===== src/rtl/core/mcr_pkg.sv =====
// Package for the midpoint circle rasterizer: widths, request codes and the
// packed item types of the input and result channels. No dependencies.
package mcr_pkg;

  localparam int COORD_WIDTH = 16;
  localparam int COLOR_WIDTH = 32;
  // decision term carries two guard bits so it never wraps
  localparam int DEC_WIDTH   = COORD_WIDTH + 2;
  // scratch width for the decision update before it is cut back
  localparam int WORK_WIDTH  = COORD_WIDTH + 4;
  localparam int REQ_WIDTH   = 2;
  localparam int IDX_WIDTH   = 3;

  localparam logic [REQ_WIDTH-1:0] REQ_OUTLINE = 2'd0;
  localparam logic [REQ_WIDTH-1:0] REQ_FILL    = 2'd1;
  localparam logic [REQ_WIDTH-1:0] REQ_STEP    = 2'd2;

  localparam logic [IDX_WIDTH-1:0] IDX_LAST_FILL    = 3'd3;
  localparam logic [IDX_WIDTH-1:0] IDX_LAST_OUTLINE = 3'd7;

  typedef struct packed {
    logic        [REQ_WIDTH-1:0]   req_type;
    logic signed [COORD_WIDTH-1:0] center_x;
    logic signed [COORD_WIDTH-1:0] center_y;
    logic signed [COORD_WIDTH-1:0] radius;
    logic        [COLOR_WIDTH-1:0] draw_color;
  } in_item_t;

  typedef struct packed {
    logic signed [COORD_WIDTH-1:0] x_start;
    logic signed [COORD_WIDTH-1:0] y_row;
    logic signed [COORD_WIDTH-1:0] x_end;
    logic        [COLOR_WIDTH-1:0] pixel_color;
    logic                          has_pixels;
    logic                          last_of_step;
    logic                          circle_done;
  } out_item_t;

endpackage


===== src/rtl/core/midpoint_circle_raster_core.sv =====
// Midpoint circle rasterizer top level: circle state, step job register and
// result register. Depends on mcr_pkg.
//
// Usage:
//   Input channel (in_valid/in_ready/in_data) takes requests: start outline,
//   start filled, or advance one octant step (codes two and three both mean
//   advance). A start with radius >= 0 loads the circle and yields no item;
//   a start with a negative radius, or an advance with no circle running,
//   yields one empty item (has_pixels 0, last and done set).
//   Result channel (out_valid/out_ready/out_data) gives one item per cycle
//   while out_ready is high: 8 points per outline step, 4 spans per filled step.
//   Path: the first item of a step reaches out_valid through the job
//   register, then the result register, after the request is accepted.
//   Throughput: one result per cycle from the job register while out_ready
//   is high; the next request is taken in the cycle the last item of the
//   current job moves into the result register. Starts with radius >= 0
//   need a free job slot as well.
//   Stall: when out_ready is low the result register holds, the job register
//   waits, and in_ready drops once the job cannot retire.
//   Reset (rst_n low, synchronous): circle state clears to zero, not busy,
//   and both the job and result registers empty.
module midpoint_circle_raster_core
  import mcr_pkg::*;
(
  input  logic      clk,
  input  logic      rst_n,
  input  logic      in_valid,
  output logic      in_ready,
  input  in_item_t  in_data,
  output logic      out_valid,
  input  logic      out_ready,
  output out_item_t out_data
);

  // ---------------------------------------------------------------- state
  logic                          busy_r, busy_nxt;
  logic                          fill_r, fill_nxt;
  logic signed [COORD_WIDTH-1:0] cx_r, cx_nxt;
  logic signed [COORD_WIDTH-1:0] cy_r, cy_nxt;
  logic        [COLOR_WIDTH-1:0] color_r, color_nxt;
  logic signed [COORD_WIDTH-1:0] major_r, major_nxt;
  logic signed [COORD_WIDTH-1:0] minor_r, minor_nxt;
  logic signed [DEC_WIDTH-1:0]   dec_r, dec_nxt;

  // ----------------------------------------------------------- job register
  // Holds one step's operands while its results drain, one per cycle when out_ready is high.
  logic                          job_valid_r, job_valid_nxt;
  logic                          job_empty_r, job_empty_nxt;
  logic                          job_fill_r, job_fill_nxt;
  logic                          job_done_r, job_done_nxt;
  logic        [IDX_WIDTH-1:0]   job_idx_r, job_idx_nxt;
  logic signed [COORD_WIDTH-1:0] job_a_r, job_a_nxt;
  logic signed [COORD_WIDTH-1:0] job_b_r, job_b_nxt;
  logic signed [COORD_WIDTH-1:0] job_cx_r, job_cx_nxt;
  logic signed [COORD_WIDTH-1:0] job_cy_r, job_cy_nxt;
  logic        [COLOR_WIDTH-1:0] job_color_r, job_color_nxt;

  // -------------------------------------------------------- result register
  logic      out_valid_r, out_valid_nxt;
  out_item_t out_data_r, out_data_nxt;

  // ------------------------------------------------------- request decode
  logic in_fire;
  logic is_start;
  logic job_last;
  logic out_load;

  assign is_start = (in_data.req_type == REQ_OUTLINE) || (in_data.req_type == REQ_FILL);

  // job retires when its final item moves into the result register
  assign out_load = job_valid_r && (!out_valid_r || out_ready);
  assign job_last = job_empty_r ||
                    (job_fill_r ? (job_idx_r == IDX_LAST_FILL)
                                : (job_idx_r == IDX_LAST_OUTLINE));
  assign in_ready = !job_valid_r || (out_load && job_last);
  assign in_fire  = in_valid && in_ready;

  // ------------------------------------------------------ start decision
  logic signed [DEC_WIDTH-1:0] radius_ext;
  logic signed [DEC_WIDTH-1:0] dec_start;

  assign radius_ext = DEC_WIDTH'(in_data.radius);
  assign dec_start  = DEC_WIDTH'(1) - radius_ext;

  // ------------------------------------------------------- step update
  // minor grows by one; major shrinks when the decision term is positive.
  logic signed [COORD_WIDTH:0]   minor_inc;
  logic signed [COORD_WIDTH-1:0] major_dec;
  logic signed [COORD_WIDTH-1:0] minor_wrap;
  logic signed [COORD_WIDTH-1:0] major_step;
  logic signed [WORK_WIDTH-1:0]  dec_w, minor_w, major_w;
  logic signed [WORK_WIDTH-1:0]  nd_keep, nd_shrink;
  logic                          dec_pos;
  logic                          step_ok;
  logic                          step_done;

  assign minor_inc  = (COORD_WIDTH + 1)'(minor_r) + (COORD_WIDTH + 1)'(1);
  assign major_dec  = major_r - COORD_WIDTH'(1);
  assign minor_wrap = minor_inc[COORD_WIDTH-1:0];
  assign dec_pos    = !dec_r[DEC_WIDTH-1] && (dec_r != '0);
  assign major_step = dec_pos ? major_dec : major_r;

  assign dec_w     = WORK_WIDTH'(dec_r);
  assign minor_w   = WORK_WIDTH'(minor_inc);
  assign major_w   = WORK_WIDTH'(major_dec);
  assign nd_keep   = dec_w + (minor_w <<< 1) + WORK_WIDTH'(1);
  assign nd_shrink = dec_w + ((minor_w - major_w) <<< 1) + WORK_WIDTH'(1);

  assign step_ok   = busy_r && (minor_r <= major_r);
  assign step_done = minor_wrap > major_step;

  always_comb begin
    busy_nxt      = busy_r;
    fill_nxt      = fill_r;
    cx_nxt        = cx_r;
    cy_nxt        = cy_r;
    color_nxt     = color_r;
    major_nxt     = major_r;
    minor_nxt     = minor_r;
    dec_nxt       = dec_r;

    job_valid_nxt = job_valid_r;
    job_empty_nxt = job_empty_r;
    job_fill_nxt  = job_fill_r;
    job_done_nxt  = job_done_r;
    job_idx_nxt   = job_idx_r;
    job_a_nxt     = job_a_r;
    job_b_nxt     = job_b_r;
    job_cx_nxt    = job_cx_r;
    job_cy_nxt    = job_cy_r;
    job_color_nxt = job_color_r;

    // draining: step the job index or retire the job
    if (out_load) begin
      if (job_last) begin
        job_valid_nxt = 1'b0;
      end else begin
        job_idx_nxt = job_idx_r + IDX_WIDTH'(1);
      end
    end

    if (in_fire) begin
      job_idx_nxt = '0;
      if (is_start) begin
        fill_nxt  = (in_data.req_type == REQ_FILL);
        cx_nxt    = in_data.center_x;
        cy_nxt    = in_data.center_y;
        color_nxt = in_data.draw_color;
        major_nxt = in_data.radius;
        minor_nxt = '0;
        dec_nxt   = dec_start;
        busy_nxt  = !in_data.radius[COORD_WIDTH-1];
        // negative radius: a single empty item
        if (in_data.radius[COORD_WIDTH-1]) begin
          job_valid_nxt = 1'b1;
          job_empty_nxt = 1'b1;
          job_done_nxt  = 1'b1;
          job_color_nxt = in_data.draw_color;
        end
      end else if (!step_ok) begin
        // advance with nothing left to draw
        busy_nxt      = 1'b0;
        job_valid_nxt = 1'b1;
        job_empty_nxt = 1'b1;
        job_done_nxt  = 1'b1;
        job_color_nxt = color_r;
      end else begin
        minor_nxt     = minor_wrap;
        major_nxt     = major_step;
        dec_nxt       = dec_pos ? nd_shrink[DEC_WIDTH-1:0] : nd_keep[DEC_WIDTH-1:0];
        busy_nxt      = !step_done;
        job_valid_nxt = 1'b1;
        job_empty_nxt = 1'b0;
        job_fill_nxt  = fill_r;
        job_done_nxt  = step_done;
        job_a_nxt     = major_r;
        job_b_nxt     = minor_r;
        job_cx_nxt    = cx_r;
        job_cy_nxt    = cy_r;
        job_color_nxt = color_r;
      end
    end
  end

  // ----------------------------------------------------- result selection
  logic signed [COORD_WIDTH-1:0] cx_pa, cx_ma, cx_pb, cx_mb;
  logic signed [COORD_WIDTH-1:0] cy_pa, cy_ma, cy_pb, cy_mb;
  logic signed [COORD_WIDTH-1:0] sel_xs, sel_y, sel_xe;

  assign cx_pa = job_cx_r + job_a_r;
  assign cx_ma = job_cx_r - job_a_r;
  assign cx_pb = job_cx_r + job_b_r;
  assign cx_mb = job_cx_r - job_b_r;
  assign cy_pa = job_cy_r + job_a_r;
  assign cy_ma = job_cy_r - job_a_r;
  assign cy_pb = job_cy_r + job_b_r;
  assign cy_mb = job_cy_r - job_b_r;

  always_comb begin
    sel_xs = '0;
    sel_y  = '0;
    sel_xe = '0;
    if (job_empty_r) begin
      sel_xs = '0;
    end else if (job_fill_r) begin
      unique case (job_idx_r[1:0])
        2'd0: begin sel_xs = cx_ma; sel_y = cy_mb; sel_xe = cx_pa; end
        2'd1: begin sel_xs = cx_ma; sel_y = cy_pb; sel_xe = cx_pa; end
        2'd2: begin sel_xs = cx_mb; sel_y = cy_ma; sel_xe = cx_pb; end
        default: begin sel_xs = cx_mb; sel_y = cy_pa; sel_xe = cx_pb; end
      endcase
    end else begin
      unique case (job_idx_r)
        3'd0: begin sel_xs = cx_pa; sel_y = cy_pb; sel_xe = cx_pa; end
        3'd1: begin sel_xs = cx_ma; sel_y = cy_pb; sel_xe = cx_ma; end
        3'd2: begin sel_xs = cx_ma; sel_y = cy_mb; sel_xe = cx_ma; end
        3'd3: begin sel_xs = cx_pa; sel_y = cy_mb; sel_xe = cx_pa; end
        3'd4: begin sel_xs = cx_pb; sel_y = cy_pa; sel_xe = cx_pb; end
        3'd5: begin sel_xs = cx_mb; sel_y = cy_pa; sel_xe = cx_mb; end
        3'd6: begin sel_xs = cx_mb; sel_y = cy_ma; sel_xe = cx_mb; end
        default: begin sel_xs = cx_pb; sel_y = cy_ma; sel_xe = cx_pb; end
      endcase
    end
  end

  always_comb begin
    out_valid_nxt = out_valid_r;
    out_data_nxt  = out_data_r;
    if (out_valid_r && out_ready) begin
      out_valid_nxt = 1'b0;
    end
    if (out_load) begin
      out_valid_nxt             = 1'b1;
      out_data_nxt.x_start      = sel_xs;
      out_data_nxt.y_row        = sel_y;
      out_data_nxt.x_end        = sel_xe;
      out_data_nxt.pixel_color  = job_color_r;
      out_data_nxt.has_pixels   = !job_empty_r;
      out_data_nxt.last_of_step = job_last;
      out_data_nxt.circle_done  = job_done_r;
    end
  end

  // -------------------------------------------------------------- registers
  always_ff @(posedge clk) begin
    if (!rst_n) begin
      busy_r      <= 1'b0;
      fill_r      <= 1'b0;
      cx_r        <= '0;
      cy_r        <= '0;
      color_r     <= '0;
      major_r     <= '0;
      minor_r     <= '0;
      dec_r       <= '0;
      job_valid_r <= 1'b0;
      job_idx_r   <= '0;
      out_valid_r <= 1'b0;
    end else begin
      busy_r      <= busy_nxt;
      fill_r      <= fill_nxt;
      cx_r        <= cx_nxt;
      cy_r        <= cy_nxt;
      color_r     <= color_nxt;
      major_r     <= major_nxt;
      minor_r     <= minor_nxt;
      dec_r       <= dec_nxt;
      job_valid_r <= job_valid_nxt;
      job_idx_r   <= job_idx_nxt;
      out_valid_r <= out_valid_nxt;
    end
  end

  // payload only, no reset needed
  always_ff @(posedge clk) begin
    job_empty_r <= job_empty_nxt;
    job_fill_r  <= job_fill_nxt;
    job_done_r  <= job_done_nxt;
    job_a_r     <= job_a_nxt;
    job_b_r     <= job_b_nxt;
    job_cx_r    <= job_cx_nxt;
    job_cy_r    <= job_cy_nxt;
    job_color_r <= job_color_nxt;
    out_data_r  <= out_data_nxt;
  end

  assign out_valid = out_valid_r;
  assign out_data  = out_data_r;

endmodule


===== config.mk =====
export PLATFORM = sky130hd
export DESIGN_NAME = midpoint_circle_raster_core
export DESIGN_NICKNAME = d
export VERILOG_FILES = /design/src/rtl/core/mcr_pkg.sv /design/src/rtl/core/midpoint_circle_raster_core.sv
export SDC_FILE = /design/constraint.sdc
export NUM_CORES = 1
export LEC_CHECK = 0
export BUFFER_PORTS_ARGS = -buffer_cell sky130_fd_sc_hd__buf_2
export CORE_UTILIZATION = 62
export DETAILED_ROUTE_END_ITERATION = 10
export PLACE_DENSITY = 0.89
export SYNTH_ARGS = -nofsm -noshare
export SYNTH_HDL_FRONTEND = slang
export SYNTH_SLANG_ARGS = --single-unit

===== constraint.sdc =====
create_clock -name clk -period 8.68 [get_ports clk]
set_input_delay 2.17 -clock clk [delete_from_list [all_inputs] [get_ports clk]]
set_output_delay 2.17 -clock clk [all_outputs]
set_load 0.02 [all_outputs]

=== Yosys cells after proc, flatten, opt, wreduce, memory -nomap -nowiden ===
Index checks and enable logic that the tools add are counted.
W data, S select, Z words.

* Bits of input ports: 86
* Register bits after elaboration: 303

* Eq/ne operators: 11
* Add/subtract/negate cells: 17
* Reductions and logical operators: 35
* $lt $le $gt $ge: 2
* Bitwise operators: 3
* Mux-type cells: 33

{| class="wikitable"
|+ Operators with widths
! cell !! count
|-
| $mux W16 || 10
|-
| $pmux W16 S3 || 3
|-
| $add A16 B16 Y16 || 4
|-
| $mux W32 || 2
|-
| $sub A16 B16 Y16 || 4
|-
| $mux W18 || 3
|-
| $add A18 B18 Y18 || 2
|-
| $add A18 B2 Y18 const B || 2
|-
| $reduce_bool A18 Y1 || 1
|-
| $add A16 B2 Y17 const B || 1
|-
| $sub A17 B16 Y17 || 1
|-
| $sub A2 B16 Y17 const A || 1
|-
| $gt A16 B16 Y1 || 1
|-
| $le A16 B16 Y1 || 1
|-
| $reduce_or A2 Y1 || 8
|-
| $sub A16 B2 Y16 const B || 1
|-
| $mux W1 || 15
|-
| $eq A3 B3 Y1 const B || 4
|-
| $reduce_and A2 Y1 || 4
|-
| $eq A3 B2 Y1 const B || 2
|-
| $logic_and A1 B1 Y1 || 6
|-
| $logic_not A1 Y1 || 6
|-
| $eq A2 B1 Y1 const B || 2
|-
| $logic_not A2 Y1 || 2
|-
| 9 further kinds || 15
|}

=== Depth between registers and ports, before layout ===
Gate-level depths: netlist (run 1).

* Depth in word-level cells: 8
* Gate-level depth with buffers: 22
* Gate-level depth less buffers: 22

=== Least setup slack after synthesis (run 1) ===
No wires, ideal clock.

* Path kind: in2reg
* Start: in out_ready
* End: reg job_idx_r[0]
* Setup slack: 1612 ps
* Arrival time: 6946 ps
* Cell stages on the path: 5
* Path through: nor2b_1 > nor2b_1 > nand2_1 > xnor2_1 > nor2_1

* Cells in the longest elaborated chain, start to end: 6
* Elaborated cells between the ends (all ways): 7

{| class="wikitable"
|+ RTL lines
! element !! RTL line !! text
|-
| from (decl) || midpoint_circle_raster_core.sv:31 || <nowiki>input logic out_ready,</nowiki>
|-
| $logic_or A1 B1 Y1 * || midpoint_circle_raster_core.sv:71 || <nowiki>assign out_load = job_valid_r && (!out_valid_r || out_ready);</nowiki>
|-
| $logic_and A1 B1 Y1 * || midpoint_circle_raster_core.sv:71 ||
|-
| via out_load || midpoint_circle_raster_core.sv:66 || <nowiki>logic out_load;</nowiki>
|-
| $logic_and A1 B1 Y1 || midpoint_circle_raster_core.sv:75 || <nowiki>assign in_ready = !job_valid_r || (out_load && job_last);</nowiki>
|-
| $logic_or A1 B1 Y1 || midpoint_circle_raster_core.sv:75 ||
|-
| $logic_and A1 B1 Y1 || midpoint_circle_raster_core.sv:76 || <nowiki>assign in_fire = in_valid && in_ready;</nowiki>
|-
| $reduce_or A2 Y1 (no source line) || n/a ||
|-
| to (signal assigned) || midpoint_circle_raster_core.sv:268 || <nowiki>job_idx_r <= job_idx_nxt;</nowiki>
|-
| to (decl) || midpoint_circle_raster_core.sv:51 || <nowiki>logic [IDX_WIDTH-1:0] job_idx_r, job_idx_nxt;</nowiki>
|}

The timed path passes the listed nets; every way through them passes the cells marked *.
A chain may end at the register's enable or synchronous reset.

=== Worst setup path in the final report (run 1) ===
* Start: reg job_idx_r[2]
* End: out in_ready

* Cells in the longest elaborated chain, start to end: 5
* Elaborated cells between the ends (all ways): 6

{| class="wikitable"
|+ RTL lines
! element !! RTL line !! text
|-
| $eq A3 B3 Y1 / $eq A3 B2 Y1 (equally long branches) || midpoint_circle_raster_core.sv:74, midpoint_circle_raster_core.sv:73 ||
|-
| $mux W1 * || midpoint_circle_raster_core.sv:73 || <nowiki>(job_fill_r ? (job_idx_r == IDX_LAST_FILL)</nowiki>
|-
| $logic_or A1 B1 Y1 * || midpoint_circle_raster_core.sv:72 || <nowiki>assign job_last = job_empty_r ||</nowiki>
|-
| $logic_and A1 B1 Y1 * || midpoint_circle_raster_core.sv:75 ||
|-
| $logic_or A1 B1 Y1 * || midpoint_circle_raster_core.sv:75 ||
|-
| to (decl) || midpoint_circle_raster_core.sv:28 || <nowiki>output logic in_ready,</nowiki>
|}

Mark *: on every way between the ends. The rest lies on a longest branch, timed or not.

==> metrics.txt, run 1 <==
Worst Path Arrival=between 3 and 4 ns; DRT Wirelength=~64 mm; worst vdd ir=0.220 mV; synthesized instance count=about 2500; htree depth=1; diode count=0; vias in the first global route=roughly 19000; Post-synth EDFFs=~180; top-level I/O count=around 170; Buf+Inv Stages, Crit Path=3; sequential area share after synthesis=a little over a third; Slew HR=around a quarter; commonest cells after routing, fill and taps aside=nand2_1, ha_1, edfxtp_1, a21oi_1, buf_2; leakage=roughly 10 nW; Net Count, Synth=2797; most common cell after layout, fill and taps aside=nand2_1; max frequency=about 190 MHz; Max Root-Sink Buffers=3; max cap viols=0; setup TNS=0 ns; pre-CTS WS=between 3 and 4 ns; number of remaining DRC errors=0; top_reg_cell synth=edfxtp_1; hold buffers post-CTS=0; gpl congestion=about 1; Die Wd=approximately 190 um; Worst-Margin Slew=approximately 1.1 ns; vias per std cell=roughly 6.4; core area=approximately 36000 um^2; WL/cell=roughly 21 um; std cell rows=69; routed vias=a little under 20000; design area=approximately 25000 um^2; CTS tree=done; #FFs+latches synth=~300; IO Port Bufs=170; final worst setup slack=approximately 3.4 ns; worst-skew pair later-pin latency=roughly 0.6 ns; Unique masters post-synth=just over 90; Post-Route Skew=0.0125 ns; status=finished clean; Worst Setup End Kind=primary output; Final period util=between 60% and 70%; Reg clk slew, reported paths=about 0.060 ns; Worst Path Max Fanout=19; remaining antenna violation count=0; Synth area leaders=edfxtp_1, ha_1, dfxtp_1; final setup vio count=0; Layout area overhead=9.70%; Crit path max-delay family=buffers and inverters; die area=around 37000 um^2; Min-Delay Path Class=reg2reg; first-pass GRT wire length=around 100 mm; HPWL Detailed=between 40 and 50 mm; Synth async-reset ratio=0%; Slew Limit Fails=0; CP max stage cell=clkinv_1; Crit path largest cell delay=about 0.7 ns; Initial Util=63.2%; PwrDens=between 150 and 200 nW/um^2; yosys warns=0; crit path cell chain=clkinv_1, ha_1, and2_1, a211oi_1, buf_4, o21ai_1, buf_2; chip height=192 um; post-CTS setup buffer count=0; Final #Nets=2889; initial antenna violation count=1; TritonRoute pass-1 iters=8; First DRT Iteration DRCs=about 1800; Tot Pwr=~4.2 mW; largest net degree at the start of global routing=about 120; min cycle time layout=5.30 ns; Hold Vio Cnt, Final=0; Synth area leader=edfxtp_1; cts bufs inserted=31; RSZ-0062 raised after global routing=false; post-synthesis cell area=22500 um^2; Avg Cell Area, Syn=around 9.0 um^2; CP Launch Type=flop; GRT Resource Usage Total=33.8%; WS Path Type=reg2out; CP required=6.51 ns; PostCTS Resize Cnt=0; layout cells sized above 1=a little under an eighth; # fillers=~2700; area post-placement=approximately 24000 um^2; GRT overflow=0; Synth top area share=24.2%; Root Driver=clkbuf_16; clk sinks=302
cells by family (layout without fill, tap and decap cells):
kind of cell | Yosys count | count (layout) | synth area share, %
XOR/XNOR | 205 | 205 | 8.09
adder cells (fa/ha/maj) | 221 | 221 | 12.7
buffers and inverters | 253 | 370 | 4.32
multiplexers | 58 | 58 | 2.79
AO/OA/AOI/OAI | 718 | 718 | 21.8
AND/OR/NAND/NOR | 733 | 733 | 15.4
flip-flops | 302 | 302 | 35.0
flip-flops by register name (all words and copies together) (netlist names), 3 cells and up:
| signal | cells |
|---|---|
| major_r | 16 |
| job_b_r | 16 |
| color_r | 32 |
| minor_r | 16 |
| job_color_r | 32 |
| dec_r | 18 |
| cy_r | 16 |
| job_cx_r | 16 |
| job_a_r | 16 |
| cx_r | 16 |
| out_data | 82 |
| job_idx_r | 3 |
| job_cy_r | 16 |
layer usage:
| metal | share of wire [%] | up-vias | global-route usage, % |
|---|---|---|---|
| met3 | 8.0 | 185 | 4.04 |
| met4 | 4.1 | 2 | 14.2 |
| met5 | 0.022 | - | 0 |
| li1 | - | 9239 | - |
| met2 | 47 | 977 | 56.3 |
| met1 | 41 | 9325 | 44.2 |
layout make-up:
type	count	area, um^2	share of cell area, %
flip-flops and latches	302	7860	31.9
clock buffers	46	925	3.75
repair buffers	190	1000	4.07
multi-input cells	1935	13700	55.5
inverters	122	458	1.86
clock inverters	12	155	0.630
well taps	461	577	2.34
per-stage QoR:
step | std cells | hold slack [ns] | utilization [%]
CTS | 3068 | 0.419 | 69.3
global route | 3068 | 0.422 | 69.3
detailed placement | 3010 | 0.405 | 66.2
finish | 3068 | 0.419 | 69.3
global placement | 3010 | 0.401 | 66.2
floorplan | 2490 | 0.400 | -
path summary, 6_finish.rpt:
| path | from | endpoint | slack, ns | cells past startpoint |
|---|---|---|---|---|
| worst max register to register | minor_r[0]$_SDFFE_PN0P_ | dec_r[17]$_SDFFE_PN0P_ | 3.63 | 21 |
| worst min-delay path | job_color_r[7]$_DFFE_PP_ | out_data[10]$_DFFE_PP_ | 0.42 | 0 |
| worst min register to register | job_color_r[7]$_DFFE_PP_ | out_data[10]$_DFFE_PP_ | 0.42 | 0 |
| worst max-delay path | job_idx_r[2]$_SDFFE_PP0P_ | in_ready | 3.38 | 7 |
Yosys cell counts, drive strengths merged (42+ instances only):
master / number
a21oi: 170
clkbuf: 109
nor3: 59
nor2b: 42
dfxtp: 121
inv: 117
o21ai: 100
nor2: 168
nand2: 295
o211ai: 42
xor2: 55
ha: 210
edfxtp: 181
xnor2: 149
a21boi: 96
where the power goes:
group          leakage, nW  switching, mW  internal (mW)
Clock                0.528          0.571          0.828
Sequential            2.66         0.0601           1.60
Combinational         6.89          0.669          0.467
Total                 10.1           1.30           2.89
Power figures use the tool's default switching activity.
==> inputs of run 2 (changes only) <==
- clock period: 8.68 -> 5.4 ns (I/O delays scaled with it)
==> run 2 against run 1 <==
  * Setup slack got worse by 3.0 ns
  * Highest routed layer unchanged
  * Critical path depth up 14
  * Sequential power up 61%
  * Combinational power grew 61%
  * Clock skew rose by 0.012 ns
  * Clock power is 56% higher
  * Count of clock-buffer cells in the layout stayed put
  * Final cell count up 0.26%
  * Non-clock buffer count rose by 9
  * First-iteration DRC count grew 4.3%
  * Global-route usage rose by 1.3 points
  * Via count rose by 0.29%
==> metrics.txt, run 2 (synthesized netlist as in run 1, its figures left out) <==
number of remaining DRC errors=0; GRT overflow=0; chip height=192 um; area of the multi-input gates=around 14000 um^2; Critical Path Most Common Cell=a21oi_1; Slew HR=25.7%; Worst-Margin Slew=between 1 and 1.5 ns; Min-Delay Path Class=reg2reg; worst vdd ir=between 0.3 and 0.4 mV; core area=about 36000 um^2; Reg clk slew, reported paths=approximately 0.07 ns; final setup vio count=0; largest net degree at the start of global routing=82; gpl congestion=1.04; sequential share of power=between 30% and 40%; Worst Path Max Fanout=9; std cell rows=69; Clock power frac=between 30% and 40%; clk sinks=about 300; CP required=5.90 ns; Slew Limit Fails=0; Final #Nets=between 2000 and 3000; first-pass GRT wire length=between 100 and 150 mm; min cycle time layout=~5 ns; Sw Share=approximately 31%; initial antenna violation count=1; # fillers=approximately 2700; CTS tree=done; First DRT Iteration DRCs=approximately 1900; CP max stage cell=dfxtp_1; commonest cells after routing, fill and taps aside=nand2_1, ha_1, edfxtp_1, a21oi_1, buf_2; max frequency=200 MHz; HPWL Detailed=about 50 mm; TritonRoute pass-1 iters=6; Max Root-Sink Buffers=3; vias per std cell=around 6.4; Final period util=~92%; Comb power frac=around 28%; end of the worst register-to-register path=dec_r[17]$_SDFFE_PN0P_; status=finished clean; Finished Layout Cells=a little over 3000; WS Path Type=reg2reg; dpl cells=approximately 3000; Worst R2R Path Depth=21; Worst Path Arrival=about 5.5 ns; register area=roughly 7900 um^2; Root Driver=clkbuf_16; routed vias=between 15000 and 20000; CP Launch Type=flop; max cap viols=0; Hold Vio Cnt, Final=0; PwrDens=approximately 270 nW/um^2; cts bufs inserted=30; internal power=4.60 mW; WL/cell=between 20 and 25 um; crit path cell chain=ha_1, nand3_2, nor2_1, xnor2_1, ha_1, o21ai_0, nor2_1, a21boi_0, o211ai_1, o21ai_0, a21o_1, a21oi_1, xnor2_1, ha_1, a21oi_1, o21ai_0, a21oi_1, o21bai_1, a21oi_1, xnor3_1, o41ai_2; htree depth=1; hold depth=0; remaining antenna violation count=0; Worst Setup End Kind=flop; Post-Route Skew=0.0247 ns; Crit path largest cell delay=0.51 ns; GRT Resource Usage Total=between 30% and 40%; vias in the first global route=between 15000 and 20000; IO Port Bufs=170; worst-skew pair later-pin latency=approximately 0.60 ns; setup TNS=0 ns; Largest register FFs=82; Initial Util=63.2%; Reg2Reg Launch Point=minor_r[0]$_SDFFE_PN0P_; top-level I/O count=~170; die area=approximately 37000 um^2; crit path to=dec_r[17]$_SDFFE_PN0P_; Die Wd=~190 um; Layout area overhead=10.1%; RSZ-0062 raised after global routing=false; Worst Setup SP=minor_r[0]$_SDFFE_PN0P_; most common cell after layout, fill and taps aside=nand2_1; DRT Wirelength=65.4 mm; leakage=10.1 nW; reg-to-reg slack, setup=approximately 0.4 ns; layout cells sized above 1=roughly an eighth; P_sw=roughly 2.1 mW
run 2: cell types whose count changed in the layout (fill, tap and decap cells not counted), moves of 2 or more:
| cell | before | now |
|---|---|---|
| buf_12 | 0 | 2 |
| buf_4 | 21 | 28 |
| clkbuf_8 | 5 | 8 |
| clkbuf_1 | 8 | 5 |
| bufinv_16 | 3 | 1 |
run 2: how the worst min path moves through the flow:
| stage | from | end | slack [ns] |
|---|---|---|---|
| after floorplan | job_done_r$_SDFFCE_PP1P_ | out_data[0]$_DFFE_PP_ | 0.40 |
| after global placement | job_color_r[12]$_DFFE_PP_ | out_data[15]$_DFFE_PP_ | 0.40 |
| after detailed placement | job_color_r[20]$_DFFE_PP_ | out_data[23]$_DFFE_PP_ | 0.40 |
| after CTS | job_color_r[20]$_DFFE_PP_ | out_data[23]$_DFFE_PP_ | 0.42 |
| after global routing | job_color_r[13]$_DFFE_PP_ | out_data[16]$_DFFE_PP_ | 0.42 |
| final | job_color_r[13]$_DFFE_PP_ | out_data[16]$_DFFE_PP_ | 0.42 |
run 2: area by class of cell:
class / count / share of cell area, %
antenna: 1 / 0.0101
clock buffer: 46 / 3.86
clock inverter: 10 / 0.430
inverter: 122 / 1.85
multi-input combinational: 1935 / 55.3
sequential: 302 / 31.8
tap: 461 / 2.33
timing repair buffer: 199 / 4.43
run 2: critical path, delay by kind of cell, from the launching register on:
kind	cells	cell delay, ns
flops	1	0.51
simple gates	3	0.60
xor+xnor	3	0.82
compound gates	12	2.07
fa+ha+maj	3	0.91
run 2: power by group through the flow:
stage          Clock (mW)  Sequential, mW  Combinational, mW
2_1_floorplan           0            2.71               1.34
3_3_place_gp            0            2.70               1.74
3_5_place_dp            0            2.71               1.79
4_1_cts              2.21            2.66               1.81
5_1_grt              2.30            2.68               2.02
6_report             2.19            2.67               1.84
run 2: timing repair:
item / in CTS / in global routing
hold buffers: 0 / 0
setup buffers: 0 / 0
setup endpoints to repair: 0 / 1
gates resized for setup: 0 / 1
run 2: per-layer routing:
metal / GRT usage (%) / wire length [um] / part of all wire, %
met5: 0 / 16 / 0.024
met4: 14.1 / 2630 / 4.0
met3: 4.76 / 5470 / 8.4
met2: 58.8 / 31000 / 47
met1: 45.6 / 26300 / 40
run 2: through the flow:
step	instance area [um^2]	power (mW)	setup slack [ns]	hold slack, ns	utilization [%]
final	24700	6.69	0.412	0.419	69.5
after global routing	24700	6.99	0.0180	0.422	69.5
after CTS	24700	6.67	0.480	0.420	69.5
after detailed placement	23700	4.50	0.490	0.405	66.5
after global placement	23700	4.44	0.624	0.401	66.5
after floorplan	22500	4.06	0.954	0.400	-
